===== config.mk =====
export PLATFORM = sky130hd
export DESIGN_NAME = crsf_rc_frame_receiver_flat
export DESIGN_NICKNAME = d
export VERILOG_FILES = /design/src/crsf_pkg.sv /design/src/crsf_rx_if.sv /design/src/crsf_ch_if.sv /design/src/crsf_rc_frame_receiver.sv /design/src/crsf_datapath.sv /design/src/crsf_ctrl.sv /design/src/flat_wrapper.sv
export SDC_FILE = /design/constraint.sdc
export NUM_CORES = 1
export LEC_CHECK = 0
export ABC_AREA = 0
export BUFFER_PORTS_ARGS = -buffer_cell sky130_fd_sc_hd__buf_2
export CAP_MARGIN = 20
export CORE_ASPECT_RATIO = 0.8
export CORE_UTILIZATION = 45
export CTS_BUF_LIST = sky130_fd_sc_hd__clkbuf_16
export CTS_CLUSTER_DIAMETER = 120
export CTS_CLUSTER_SIZE = 25
export DETAILED_ROUTE_END_ITERATION = 6
export PLACE_DENSITY = 0.57
export SLEW_MARGIN = 20
export SYNTH_ARGS = -nofsm -noshare
export SYNTH_HDL_FRONTEND = slang
export SYNTH_SLANG_ARGS = --single-unit

===== constraint.sdc =====
create_clock -name i_clk -period 6 [get_ports i_clk]
set_input_delay 1.5 -clock i_clk [delete_from_list [all_inputs] [get_ports i_clk]]
set_output_delay 1.5 -clock i_clk [all_outputs]
set_load 0.1 [all_outputs]

===== src/crsf_pkg.sv =====
// ============================================================================
// CRSF receiver package
// Shared types, constants and the CRC-8 byte step for the CRSF RC frame
// receiver.
// ============================================================================
package crsf_pkg;

    localparam logic [7:0] CRC_POLY   = 8'hD5;
    localparam logic [7:0] ADDR_FC    = 8'hC8;
    localparam logic [7:0] ADDR_RX    = 8'hEE;
    localparam logic [7:0] ADDR_TX    = 8'hEA;
    localparam logic [7:0] ADDR_RC    = 8'hEC;
    localparam logic [7:0] TYPE_RC    = 8'h16;
    localparam logic [7:0] RC_LEN     = 8'd24;
    localparam logic [4:0] RC_PAYLOAD = 5'd22;
    localparam int         CH_BITS    = 11;
    localparam int         MAX_RESULTS = 32;

    localparam logic [1:0] CFG_CENTER = 2'd0;
    localparam logic [1:0] CFG_LOW    = 2'd1;
    localparam logic [1:0] CFG_HIGH   = 2'd2;

    localparam logic [10:0] RST_CENTER = 11'd992;
    localparam logic [10:0] RST_LOW    = 11'd700;
    localparam logic [10:0] RST_HIGH   = 11'd1300;

    // Cursor update selects.
    typedef enum logic [2:0] {
        CUR_HOLD,
        CUR_ZERO,
        CUR_ONE,
        CUR_TWO,
        CUR_INC,
        CUR_FCS,
        CUR_CHAN
    } t_cur_op;

    // Capture selects for the registered read data.
    typedef enum logic [2:0] {
        CAP_NONE,
        CAP_LEN,
        CAP_W0,
        CAP_W1,
        CAP_W2
    } t_cap;

    // Commands from the controller to the datapath.
    typedef struct packed {
        logic    push;
        logic    step_clr;
        t_cur_op cur_op;
        t_cap    cap;
        logic    crc_clr;
        logic    crc_step;
        logic    drop1;
        logic    drop_frame;
        logic    rc_done;
        logic    ch_clr;
        logic    ch_next;
        logic    emit;
    } t_cmd;

    // Status from the datapath to the controller.
    typedef struct packed {
        logic cnt_ge2;
        logic is_addr;
        logic len_ok;
        logic have_frame;
        logic crc_done;
        logic crc_ok;
        logic is_rc;
        logic ch_last;
        logic out_free;
    } t_status;

    // One byte of the CRC-8, MSB first.
    function automatic logic [7:0] crc8_byte(input logic [7:0] c, input logic [7:0] b);
        logic [7:0] v;
        v = c ^ b;
        for (int k = 0; k < 8; k++) begin
            v = v[7] ? ((v << 1) ^ CRC_POLY) : (v << 1);
        end
        return v;
    endfunction

endpackage


===== src/crsf_rx_if.sv =====
// ============================================================================
// CRSF byte channel
// Valid/ready channel that carries one received serial byte.
// ============================================================================
interface crsf_rx_if;
    logic       valid;
    logic       ready;
    logic [7:0] rx_byte;

    modport source (output valid, output rx_byte, input ready);
    modport sink (input valid, input rx_byte, output ready);
endinterface


===== src/crsf_ch_if.sv =====
// ============================================================================
// CRSF channel result channel
// Valid/ready channel that carries one decoded RC channel.
// ============================================================================
interface crsf_ch_if;
    logic               valid;
    logic               ready;
    logic [3:0]         channel_index;
    logic [10:0]        raw_value;
    logic signed [11:0] centered_value;
    logic [1:0]         three_position;
    logic               two_position;
    logic               key_pressed;
    logic               last_channel;

    modport source (output valid, output channel_index, output raw_value,
                    output centered_value, output three_position, output two_position,
                    output key_pressed, output last_channel, input ready);
    modport sink (input valid, input channel_index, input raw_value,
                  input centered_value, input three_position, input two_position,
                  input key_pressed, input last_channel, output ready);
endinterface


===== src/crsf_rc_frame_receiver.sv =====
// ============================================================================
// CRSF RC frame receiver
// Hunts for CRSF frames in a byte stream, checks length and CRC-8, and
// unpacks RC channel frames into one result per channel.
// ============================================================================
// A byte is accepted only in the idle state; the next byte waits for all work it causes.
// Hunting drops one byte when the address test (ST_CHECK, ST_ADDR_W, ST_ADDR) fails or
// when the length test (adding ST_LEN_W, ST_LEN, ST_LEN_CHK) fails; the CRC unit reads
// one byte at a time through the single buffer read port, waiting in ST_CRC_W for each.
// Each channel result takes three buffer reads and waits in ST_OUT for any output stall.
// Synchronous active-low reset empties the buffer and loads default thresholds.
module crsf_rc_frame_receiver #(
    parameter int MAX_FRAME_BYTES = 64,
    parameter int CHANNEL_COUNT   = 16
) (
    input  logic        i_clk,
    input  logic        i_rst_n,
    crsf_rx_if.sink     i_rx,
    crsf_ch_if.source   o_ch,
    input  logic        i_cfg_we,
    input  logic [1:0]  i_cfg_idx,
    input  logic [10:0] i_cfg_data
);
    crsf_pkg::t_cmd    cmd;
    crsf_pkg::t_status status;

    // Sequencer.
    crsf_ctrl u_ctrl (
        .i_clk      (i_clk),
        .i_rst_n    (i_rst_n),
        .i_rx_valid (i_rx.valid),
        .o_rx_ready (i_rx.ready),
        .i_status   (status),
        .o_cmd      (cmd)
    );

    // Buffer, checks and unpacking.
    crsf_datapath #(
        .MAX_FRAME_BYTES (MAX_FRAME_BYTES),
        .CHANNEL_COUNT   (CHANNEL_COUNT)
    ) u_dp (
        .i_clk      (i_clk),
        .i_rst_n    (i_rst_n),
        .i_cmd      (cmd),
        .o_status   (status),
        .i_rx_byte  (i_rx.rx_byte),
        .i_cfg_we   (i_cfg_we),
        .i_cfg_idx  (i_cfg_idx),
        .i_cfg_data (i_cfg_data),
        .o_ch       (o_ch)
    );
endmodule


===== src/crsf_datapath.sv =====
// ============================================================================
// CRSF receiver datapath
// Byte buffer, cursor, CRC unit, channel unpacker and output register.
// ============================================================================
module crsf_datapath #(
    parameter int MAX_FRAME_BYTES = 64,
    parameter int CHANNEL_COUNT   = 16
) (
    input  logic             i_clk,
    input  logic             i_rst_n,
    input  crsf_pkg::t_cmd   i_cmd,
    output crsf_pkg::t_status o_status,
    input  logic [7:0]       i_rx_byte,
    input  logic             i_cfg_we,
    input  logic [1:0]       i_cfg_idx,
    input  logic [10:0]      i_cfg_data,
    crsf_ch_if.source        o_ch
);
    localparam int AW = $clog2(MAX_FRAME_BYTES);
    localparam int CW = $clog2(MAX_FRAME_BYTES + 1);
    localparam int SW = CW + 1;
    localparam logic [SW-1:0] MAX_S = SW'(MAX_FRAME_BYTES);
    localparam logic [9:0] MAX_10 = 10'(MAX_FRAME_BYTES);
    localparam logic [3:0] CH_LAST = 4'(CHANNEL_COUNT - 1);
    localparam logic [6:0] CH_N = 7'(CHANNEL_COUNT);
    localparam int CH_BITS_C = crsf_pkg::CH_BITS;

    logic [7:0]    mem [MAX_FRAME_BYTES];
    logic [7:0]    r_rdata;
    logic [AW-1:0] r_head;
    logic [CW-1:0] r_count;
    logic [AW-1:0] r_cur;
    logic [7:0]    r_len;
    logic [7:0]    r_type;
    logic [7:0]    r_crc;
    logic [23:0]   r_word;
    logic [3:0]    r_ch;
    logic [6:0]    r_nres;
    logic [10:0]   r_center, r_low, r_high;
    logic          r_ovalid;

    logic [SW-1:0] s_rd, s_wr, s_head;
    logic [AW-1:0] rd_addr, wr_addr, n_head;
    logic [9:0]    len_total;
    logic [7:0]    off;
    logic [4:0]    bi;
    logic [4:0]    bi_k;
    logic          in_frame;
    logic [23:0]   shifted;
    logic [10:0]   raw;
    logic          out_free;

    // Circular addressing relative to the head.
    always_comb begin
        s_rd = SW'(r_head) + SW'(r_cur);
        rd_addr = (s_rd >= MAX_S) ? AW'(s_rd - MAX_S) : AW'(s_rd);
        s_wr = SW'(r_head) + SW'(r_count);
        wr_addr = (s_wr >= MAX_S) ? AW'(s_wr - MAX_S) : AW'(s_wr);
        s_head = SW'(r_head) + (i_cmd.drop_frame ? SW'(len_total) : SW'(1));
        n_head = (s_head >= MAX_S) ? AW'(s_head - MAX_S) : AW'(s_head);
    end

    assign len_total = 10'(r_len) + 10'd2;
    assign off = 8'(r_ch) * 8'(CH_BITS_C);
    assign bi = off[7:3];
    assign out_free = !r_ovalid || o_ch.ready;

    // Which byte of the three-byte window is being captured.
    always_comb begin
        case (i_cmd.cap)
            crsf_pkg::CAP_W1: bi_k = bi + 5'd1;
            crsf_pkg::CAP_W2: bi_k = bi + 5'd2;
            default:          bi_k = bi;
        endcase
        in_frame = bi_k < crsf_pkg::RC_PAYLOAD;
    end

    // Status flags for the controller.
    always_comb begin
        o_status.cnt_ge2    = r_count >= CW'(2);
        o_status.is_addr    = (r_rdata == crsf_pkg::ADDR_FC) || (r_rdata == crsf_pkg::ADDR_RX)
                           || (r_rdata == crsf_pkg::ADDR_TX) || (r_rdata == crsf_pkg::ADDR_RC);
        o_status.len_ok     = (r_len >= 8'd2) && (len_total <= MAX_10);
        o_status.have_frame = 10'(r_count) >= len_total;
        o_status.crc_done   = 10'(r_cur) == 10'(r_len);
        o_status.crc_ok     = r_crc == r_rdata;
        o_status.is_rc      = (r_type == crsf_pkg::TYPE_RC) && (r_len == crsf_pkg::RC_LEN)
                           && (r_nres + CH_N <= 7'(crsf_pkg::MAX_RESULTS));
        o_status.ch_last    = r_ch == CH_LAST;
        o_status.out_free   = out_free;
    end

    // Byte buffer memory with registered read.
    always_ff @(posedge i_clk) begin
        if (i_cmd.push && (r_count < CW'(MAX_FRAME_BYTES))) begin
            mem[wr_addr] <= i_rx_byte;
        end
        r_rdata <= mem[rd_addr];
    end

    // Buffer pointers.
    always_ff @(posedge i_clk) begin
        if (!i_rst_n) begin
            r_head  <= '0;
            r_count <= '0;
        end else if (i_cmd.push) begin
            if (r_count < CW'(MAX_FRAME_BYTES)) begin
                r_count <= r_count + CW'(1);
            end
        end else if (i_cmd.drop1) begin
            r_head  <= n_head;
            r_count <= r_count - CW'(1);
        end else if (i_cmd.drop_frame) begin
            r_head  <= n_head;
            r_count <= r_count - CW'(len_total);
        end
    end

    // Cursor.
    always_ff @(posedge i_clk) begin
        case (i_cmd.cur_op)
            crsf_pkg::CUR_ZERO: r_cur <= '0;
            crsf_pkg::CUR_ONE:  r_cur <= AW'(1);
            crsf_pkg::CUR_TWO:  r_cur <= AW'(2);
            crsf_pkg::CUR_INC:  r_cur <= r_cur + AW'(1);
            crsf_pkg::CUR_FCS:  r_cur <= AW'(r_len + 8'd1);
            crsf_pkg::CUR_CHAN: r_cur <= AW'(bi + 5'd3);
            default:            r_cur <= r_cur;
        endcase
    end

    // Header capture, CRC and channel word assembly.
    always_ff @(posedge i_clk) begin
        if (i_cmd.cap == crsf_pkg::CAP_LEN) begin
            r_len <= r_rdata;
        end
        if (i_cmd.crc_clr) begin
            r_crc <= '0;
        end else if (i_cmd.crc_step) begin
            r_crc <= crsf_pkg::crc8_byte(r_crc, r_rdata);
            if (r_cur == AW'(2)) begin
                r_type <= r_rdata;
            end
        end
        case (i_cmd.cap)
            crsf_pkg::CAP_W0: r_word[7:0]   <= in_frame ? r_rdata : 8'd0;
            crsf_pkg::CAP_W1: r_word[15:8]  <= in_frame ? r_rdata : 8'd0;
            crsf_pkg::CAP_W2: r_word[23:16] <= in_frame ? r_rdata : 8'd0;
            default: ;
        endcase
        if (i_cmd.ch_clr) begin
            r_ch <= '0;
        end else if (i_cmd.ch_next) begin
            r_ch <= r_ch + 4'd1;
        end
    end

    // Results counted within one accepted byte.
    always_ff @(posedge i_clk) begin
        if (!i_rst_n || i_cmd.step_clr) begin
            r_nres <= '0;
        end else if (i_cmd.rc_done) begin
            r_nres <= r_nres + CH_N;
        end
    end

    // Configuration registers.
    always_ff @(posedge i_clk) begin
        if (!i_rst_n) begin
            r_center <= crsf_pkg::RST_CENTER;
            r_low    <= crsf_pkg::RST_LOW;
            r_high   <= crsf_pkg::RST_HIGH;
        end else if (i_cfg_we) begin
            case (i_cfg_idx)
                crsf_pkg::CFG_CENTER: r_center <= i_cfg_data;
                crsf_pkg::CFG_LOW:    r_low    <= i_cfg_data;
                crsf_pkg::CFG_HIGH:   r_high   <= i_cfg_data;
                default: ;
            endcase
        end
    end

    assign shifted = r_word >> off[2:0];
    assign raw = shifted[10:0];

    // Output register.
    always_ff @(posedge i_clk) begin
        if (!i_rst_n) begin
            r_ovalid <= 1'b0;
        end else if (i_cmd.emit) begin
            r_ovalid <= 1'b1;
        end else if (o_ch.ready) begin
            r_ovalid <= 1'b0;
        end
        if (i_cmd.emit) begin
            o_ch.channel_index  <= r_ch;
            o_ch.raw_value      <= raw;
            o_ch.centered_value <= signed'(12'(raw) - 12'(r_center));
            o_ch.three_position <= (raw < r_low) ? 2'd0 : ((raw < r_high) ? 2'd1 : 2'd2);
            o_ch.two_position   <= raw >= r_center;
            o_ch.key_pressed    <= raw <= r_high;
            o_ch.last_channel   <= r_ch == CH_LAST;
        end
    end
    assign o_ch.valid = r_ovalid;

    // Buffer never holds more than its depth.
    a_count_max: assert property (@(posedge i_clk) disable iff (!i_rst_n)
        r_count <= CW'(MAX_FRAME_BYTES)) else $error("buffer count overflow");
    // A frame is consumed only when fully buffered.
    a_drop_frame: assert property (@(posedge i_clk) disable iff (!i_rst_n)
        i_cmd.drop_frame |-> (10'(r_count) >= len_total)) else $error("frame drop underflow");
    // A result is loaded only into a free output register.
    a_emit_free: assert property (@(posedge i_clk) disable iff (!i_rst_n)
        i_cmd.emit |-> out_free) else $error("output overwritten");
endmodule


===== src/crsf_ctrl.sv =====
// ============================================================================
// CRSF receiver controller
// Sequences hunting, length check, CRC check and channel unpacking.
// ============================================================================
module crsf_ctrl (
    input  logic              i_clk,
    input  logic              i_rst_n,
    input  logic              i_rx_valid,
    output logic              o_rx_ready,
    input  crsf_pkg::t_status i_status,
    output crsf_pkg::t_cmd    o_cmd
);
    typedef enum logic [4:0] {
        ST_IDLE, ST_CHECK, ST_ADDR_W, ST_ADDR, ST_LEN_W, ST_LEN, ST_LEN_CHK,
        ST_CRC_W, ST_CRC, ST_FCS_W, ST_FCS, ST_CH_SET,
        ST_W0_W, ST_W0, ST_W1_W, ST_W1, ST_W2_W, ST_W2, ST_OUT
    } t_state;

    t_state r_state, n_state;

    assign o_rx_ready = r_state == ST_IDLE;

    // Next state and commands.
    always_comb begin
        n_state = r_state;
        o_cmd = '0;
        o_cmd.cur_op = crsf_pkg::CUR_HOLD;
        o_cmd.cap = crsf_pkg::CAP_NONE;
        case (r_state)
            ST_IDLE: begin
                if (i_rx_valid) begin
                    o_cmd.push = 1'b1;
                    o_cmd.step_clr = 1'b1;
                    n_state = ST_CHECK;
                end
            end
            ST_CHECK: begin
                if (!i_status.cnt_ge2) begin
                    n_state = ST_IDLE;
                end else begin
                    o_cmd.cur_op = crsf_pkg::CUR_ZERO;
                    n_state = ST_ADDR_W;
                end
            end
            ST_ADDR_W: n_state = ST_ADDR;
            ST_ADDR: begin
                if (!i_status.is_addr) begin
                    o_cmd.drop1 = 1'b1;
                    n_state = ST_CHECK;
                end else begin
                    o_cmd.cur_op = crsf_pkg::CUR_ONE;
                    n_state = ST_LEN_W;
                end
            end
            ST_LEN_W: n_state = ST_LEN;
            ST_LEN: begin
                o_cmd.cap = crsf_pkg::CAP_LEN;
                n_state = ST_LEN_CHK;
            end
            ST_LEN_CHK: begin
                if (!i_status.len_ok) begin
                    o_cmd.drop1 = 1'b1;
                    n_state = ST_CHECK;
                end else if (!i_status.have_frame) begin
                    n_state = ST_IDLE;
                end else begin
                    o_cmd.crc_clr = 1'b1;
                    o_cmd.cur_op = crsf_pkg::CUR_TWO;
                    n_state = ST_CRC_W;
                end
            end
            ST_CRC_W: n_state = ST_CRC;
            ST_CRC: begin
                o_cmd.crc_step = 1'b1;
                if (i_status.crc_done) begin
                    o_cmd.cur_op = crsf_pkg::CUR_FCS;
                    n_state = ST_FCS_W;
                end else begin
                    o_cmd.cur_op = crsf_pkg::CUR_INC;
                    n_state = ST_CRC_W;
                end
            end
            ST_FCS_W: n_state = ST_FCS;
            ST_FCS: begin
                if (!i_status.crc_ok) begin
                    o_cmd.drop1 = 1'b1;
                    n_state = ST_CHECK;
                end else if (i_status.is_rc) begin
                    o_cmd.ch_clr = 1'b1;
                    n_state = ST_CH_SET;
                end else begin
                    o_cmd.drop_frame = 1'b1;
                    n_state = ST_CHECK;
                end
            end
            ST_CH_SET: begin
                o_cmd.cur_op = crsf_pkg::CUR_CHAN;
                n_state = ST_W0_W;
            end
            ST_W0_W: n_state = ST_W0;
            ST_W0: begin
                o_cmd.cap = crsf_pkg::CAP_W0;
                o_cmd.cur_op = crsf_pkg::CUR_INC;
                n_state = ST_W1_W;
            end
            ST_W1_W: n_state = ST_W1;
            ST_W1: begin
                o_cmd.cap = crsf_pkg::CAP_W1;
                o_cmd.cur_op = crsf_pkg::CUR_INC;
                n_state = ST_W2_W;
            end
            ST_W2_W: n_state = ST_W2;
            ST_W2: begin
                o_cmd.cap = crsf_pkg::CAP_W2;
                n_state = ST_OUT;
            end
            ST_OUT: begin
                if (i_status.out_free) begin
                    o_cmd.emit = 1'b1;
                    if (i_status.ch_last) begin
                        o_cmd.drop_frame = 1'b1;
                        o_cmd.rc_done = 1'b1;
                        n_state = ST_CHECK;
                    end else begin
                        o_cmd.ch_next = 1'b1;
                        n_state = ST_CH_SET;
                    end
                end
            end
            default: n_state = ST_IDLE;
        endcase
    end

    // State register.
    always_ff @(posedge i_clk) begin
        if (!i_rst_n) begin
            r_state <= ST_IDLE;
        end else begin
            r_state <= n_state;
        end
    end

    // Only one buffer update per cycle.
    a_one_update: assert property (@(posedge i_clk) disable iff (!i_rst_n)
        $countones({o_cmd.push, o_cmd.drop1, o_cmd.drop_frame}) <= 1)
        else $error("conflicting buffer updates");
    // A push is always followed by a buffer check.
    a_push_check: assert property (@(posedge i_clk) disable iff (!i_rst_n)
        o_cmd.push |=> (r_state == ST_CHECK)) else $error("push not followed by check");
    // Frame consumed with results only at the last channel.
    a_rc_last: assert property (@(posedge i_clk) disable iff (!i_rst_n)
        o_cmd.rc_done |-> (o_cmd.emit && i_status.ch_last)) else $error("early frame end");
endmodule

===== src/flat_wrapper.sv =====
// flat-port wrapper written by rule: the top's interface ports become plain ports
module crsf_rc_frame_receiver_flat 
#(
    parameter int MAX_FRAME_BYTES = 64,
    parameter int CHANNEL_COUNT   = 16
)
  (i_clk, i_rst_n, i_cfg_we, i_cfg_idx, i_cfg_data, i_rx_valid, i_rx_rx_byte, i_rx_ready, o_ch_valid, o_ch_channel_index, o_ch_raw_value, o_ch_centered_value, o_ch_three_position, o_ch_two_position, o_ch_key_pressed, o_ch_last_channel, o_ch_ready);
  crsf_rx_if i_rx_i ();
  crsf_ch_if o_ch_i ();
  input  logic i_clk;
  input  logic i_rst_n;
  input  logic i_cfg_we;
  input  logic [1:0] i_cfg_idx;
  input  logic [10:0] i_cfg_data;
  input wire logic [$bits(i_rx_i.valid)-1:0] i_rx_valid;
  input wire logic [$bits(i_rx_i.rx_byte)-1:0] i_rx_rx_byte;
  output wire logic [$bits(i_rx_i.ready)-1:0] i_rx_ready;
  output wire logic [$bits(o_ch_i.valid)-1:0] o_ch_valid;
  output wire logic [$bits(o_ch_i.channel_index)-1:0] o_ch_channel_index;
  output wire logic [$bits(o_ch_i.raw_value)-1:0] o_ch_raw_value;
  output wire logic [$bits(o_ch_i.centered_value)-1:0] o_ch_centered_value;
  output wire logic [$bits(o_ch_i.three_position)-1:0] o_ch_three_position;
  output wire logic [$bits(o_ch_i.two_position)-1:0] o_ch_two_position;
  output wire logic [$bits(o_ch_i.key_pressed)-1:0] o_ch_key_pressed;
  output wire logic [$bits(o_ch_i.last_channel)-1:0] o_ch_last_channel;
  input wire logic [$bits(o_ch_i.ready)-1:0] o_ch_ready;
  assign i_rx_i.valid = i_rx_valid;
  assign i_rx_i.rx_byte = i_rx_rx_byte;
  assign i_rx_ready = i_rx_i.ready;
  assign o_ch_valid = o_ch_i.valid;
  assign o_ch_channel_index = o_ch_i.channel_index;
  assign o_ch_raw_value = o_ch_i.raw_value;
  assign o_ch_centered_value = o_ch_i.centered_value;
  assign o_ch_three_position = o_ch_i.three_position;
  assign o_ch_two_position = o_ch_i.two_position;
  assign o_ch_key_pressed = o_ch_i.key_pressed;
  assign o_ch_last_channel = o_ch_i.last_channel;
  assign o_ch_i.ready = o_ch_ready;
  crsf_rc_frame_receiver #(.MAX_FRAME_BYTES(MAX_FRAME_BYTES), .CHANNEL_COUNT(CHANNEL_COUNT)) u_core (.i_clk(i_clk), .i_rst_n(i_rst_n), .i_rx(i_rx_i), .o_ch(o_ch_i), .i_cfg_we(i_cfg_we), .i_cfg_idx(i_cfg_idx), .i_cfg_data(i_cfg_data));
endmodule

==> reports/metrics.csv <==
metric,value,unit
status,"finished, final reports clean",
fill_cells,5294,
syn_inst,1787,
grt_max_degree,65,
fin_nets,1945,
power.density,267,nW/um^2
gr-total-overflow,0,
vdd_drop_max,0.240,mV
criticalPathCategory,flop to flop,
synth_area,28900,um^2
die-width,285,um
clock-sinks,659,
cts_resized,0,
antenna_left,0,
via_per_inst,5.77,
netlist_top_cells_count,"edfxtp_1 (584), mux4_2 (164), nor2_1 (143), nand2_1 (110), ha_1 (82)",
grt_pass1_wl,97800,um
r2r_cells,19,
wl_met3,3620,um
worstMarginPinSlew,0.952,ns
cts_tree,done,
hold_path_class,flop to flop,
ys_seq_area_share,65.9,%
dieArea,65200,um^2
hpwlAfterDp,41800,um
hold_buffers,0,
timing.rr.start,u_core.u_dp.r_len[1]$_DFFE_PN_,
synthArstFlopShare,0,%
synth-seq-cells,659,
diodes,0,
dr.max_layer_used,met4,
whs,0.463,ns
reg2reg_to,u_core.u_dp.r_count[6]$_SDFFE_PN0P_,
syn2layout_area_growth,7.48,%
clockBufferDepth,3,
rows,82,
slew_violations,0,
grt_setup_unrepaired,false,
endpoint_kind,flop,
timing.final.crit_share,83.3,%
htreeDepth,1,
synth_edf_count,584,
post_cts_buffers,0,
regArea,19000,um^2
drv_cap,0,
drc,0,
track_usage,19.8,%
clockRootBuffer,clkbuf_16,
timing.max_slew.rel_slack,35.9,%
avgSynthCellArea,16.2,um^2
fin_tns_setup,0,ns
synth_top_cell_area_share,60.7,%
syn_nets,1901,
finalHoldViolCount,0,
core-area,63000,um^2
cts_made_buffers,30,
path_max_fanout,12,
finalCriticalPeriod,5.00,ns
post_drt_wl_per_cell,23.9,um
clkTransAtPathRegs,0.10,ns
synth_top_flop_cell,edfxtp_1,
fin_cells,2680,
drive_gt1_share,17.5,%
port_buffers,59,
drtIter0Drc,1210,
skew,0.0448,ns
clock_latency,0.65,ns
leakage,10.3,nW
first_global_vias,15100,
cp-start-kind,flop,
crit_start,u_core.u_dp.r_len[1]$_DFFE_PN_,
dp.cells,2638,
wl,64100,um
multi_input_area,9330,um^2
io_pins,60,
max_freq,200,MHz
drt-met1-wl,31200,um
die_h,229,um
synth_area_leader_cell,edfxtp_1,
critical_path_arrival,5.54,ns
synth_most_common_cell,edfxtp_1,
critPathCapture,u_core.u_dp.r_count[6]$_SDFFE_PN0P_,
rrSetupSlack,1.00,ns
setup-violations-final,0,
wl_met2,28400,um
initial_core_util,45.8,%
ys_warn_count,0,
num_vias,15500,
cp.required,6.54,ns
synth.distinct_cells,73,
antenna_found_initial,0,
synthTopCellsByArea,"edfxtp_1 (61%), mux4_2 (13%), dfxtp_1 (5.2%)",
dr.pass1.iters,5,
gp_congestion,0.812,
==> report_power, final <==
| group | total [mW] | switching, mW | internal, mW |
|---|---|---|---|
| Clock | 2.31 | 1.39 | 0.916 |
| Combinational | 0.880 | 0.521 | 0.359 |
| Sequential | 5.11 | 0.0570 | 5.05 |
==> cell families after synthesis <==
logic type | Yosys count | share of synthesized area (%)
buffers and inverters | 143 | 1.97
AOI/OAI and AO/OA | 228 | 5.18
muxes | 203 | 14.2
DFF | 659 | 65.9
and+or+nand+nor | 382 | 6.15
xor gates and xnor gates | 84 | 2.57
adders and majority gates | 88 | 3.97
==> worst min path at each step <==
stage / startpoint / endpoint / slack [ns] / depth (start not counted)
2_1_floorplan: u_core.u_dp.r_center[10]$_SDFFE_PN0P_ / u_core.u_dp.r_center[10]$_SDFFE_PN0P_ / 0.44 / 2
3_5_place_dp: u_core.u_dp.r_high[9]$_SDFFE_PN0P_ / u_core.u_dp.r_high[9]$_SDFFE_PN0P_ / 0.45 / 2
6_report: u_core.u_dp.r_low[1]$_SDFFE_PN0P_ / u_core.u_dp.r_low[1]$_SDFFE_PN0P_ / 0.46 / 2
4_1_cts: u_core.u_dp.r_low[1]$_SDFFE_PN0P_ / u_core.u_dp.r_low[1]$_SDFFE_PN0P_ / 0.46 / 2
5_1_grt: u_core.u_dp.r_center[10]$_SDFFE_PN0P_ / u_core.u_dp.r_center[10]$_SDFFE_PN0P_ / 0.48 / 2
3_3_place_gp: u_core.u_dp.r_high[3]$_SDFFE_PN0P_ / u_core.u_dp.r_high[3]$_SDFFE_PN0P_ / 0.44 / 2
==> metrics by stage <==
step | setup WS (ns) | instance area (um^2) | util, % | power [mW]
6_report | 1.00 | 31000 | 49.3 | 8.30
5_1_grt | 0.449 | 31000 | 49.3 | 8.59
4_1_cts | 1.03 | 31000 | 49.2 | 8.37
3_5_place_dp | 1.05 | 30200 | 47.9 | 6.10
3_3_place_gp | 1.14 | 30200 | 47.9 | 6.09
2_1_floorplan | 1.48 | 28900 | - | 5.79
==> sequential cells by signal, summed over array words and instances (netlist names), 5 cells and up <==
register	cells
u_core.u_dp.r_head	6
u_core.u_dp.o_ch.raw_value	11
u_core.u_dp.r_low	11
u_core.u_dp.r_len	8
u_core.u_dp.r_crc	8
u_core.u_dp.mem	512
u_core.u_dp.r_word	18
u_core.u_dp.r_high	11
u_core.u_dp.r_center	11
u_core.u_dp.r_cur	6
u_core.u_ctrl.r_state	5
u_core.u_dp.r_type	8
u_core.u_dp.r_count	7
u_core.u_dp.r_rdata	8
u_core.u_dp.o_ch.centered_value	12
==> cells in the final DEF, fill, tap and decap left out, drive strengths merged, types with 25 or more instances in the layout <==
master and count:
a21oi 75, mux4 164, mux2i 25, edfxtp 584
nor2 143, xor2 29, buf 84, o21ai 34
nand2 110, dfxtp 75, ha 82, clkbuf 30
inv 80, xnor2 55
==> final cells by class <==
| cell class | instances | area share [%] |
|---|---|---|
| Clock buffer | 30 | 2.42 |
| Clock inverter | 11 | 0.250 |
| Inverter | 71 | 0.859 |
| Multi-Input combinational cell | 985 | 30.0 |
| Sequential cell | 659 | 61.3 |
| Tap cell | 840 | 3.39 |
| Timing Repair Buffer | 84 | 1.69 |
==> layer usage <==
layer	GRT usage, %	up-vias
li1	-	7010
met1	31.5	7964
met2	29.2	423
met3	3.01	54
met4	3.18	0
met5	0	-
==> worst max-delay path: stages, from the launching register on <==
cell	delay (ns)
edfxtp_1	0.58
ha_1	0.34
xnor2_1	0.43
and3b_1	0.27
a221oi_1	0.10
nor3_2	0.39
and2_0	0.38
nand2b_1	0.10
ha_1	0.25
xnor2_1	0.17
nor2_1	0.05
ha_1	0.32
nor2b_1	0.15
o31a_1	0.25
o21ai_0	0.23
nor2b_1	0.31
o21ai_0	0.14
a31oi_1	0.17
o311ai_1	0.11
a31oi_1	0.17
No activity file was read; power rests on OpenSTA's default activity.
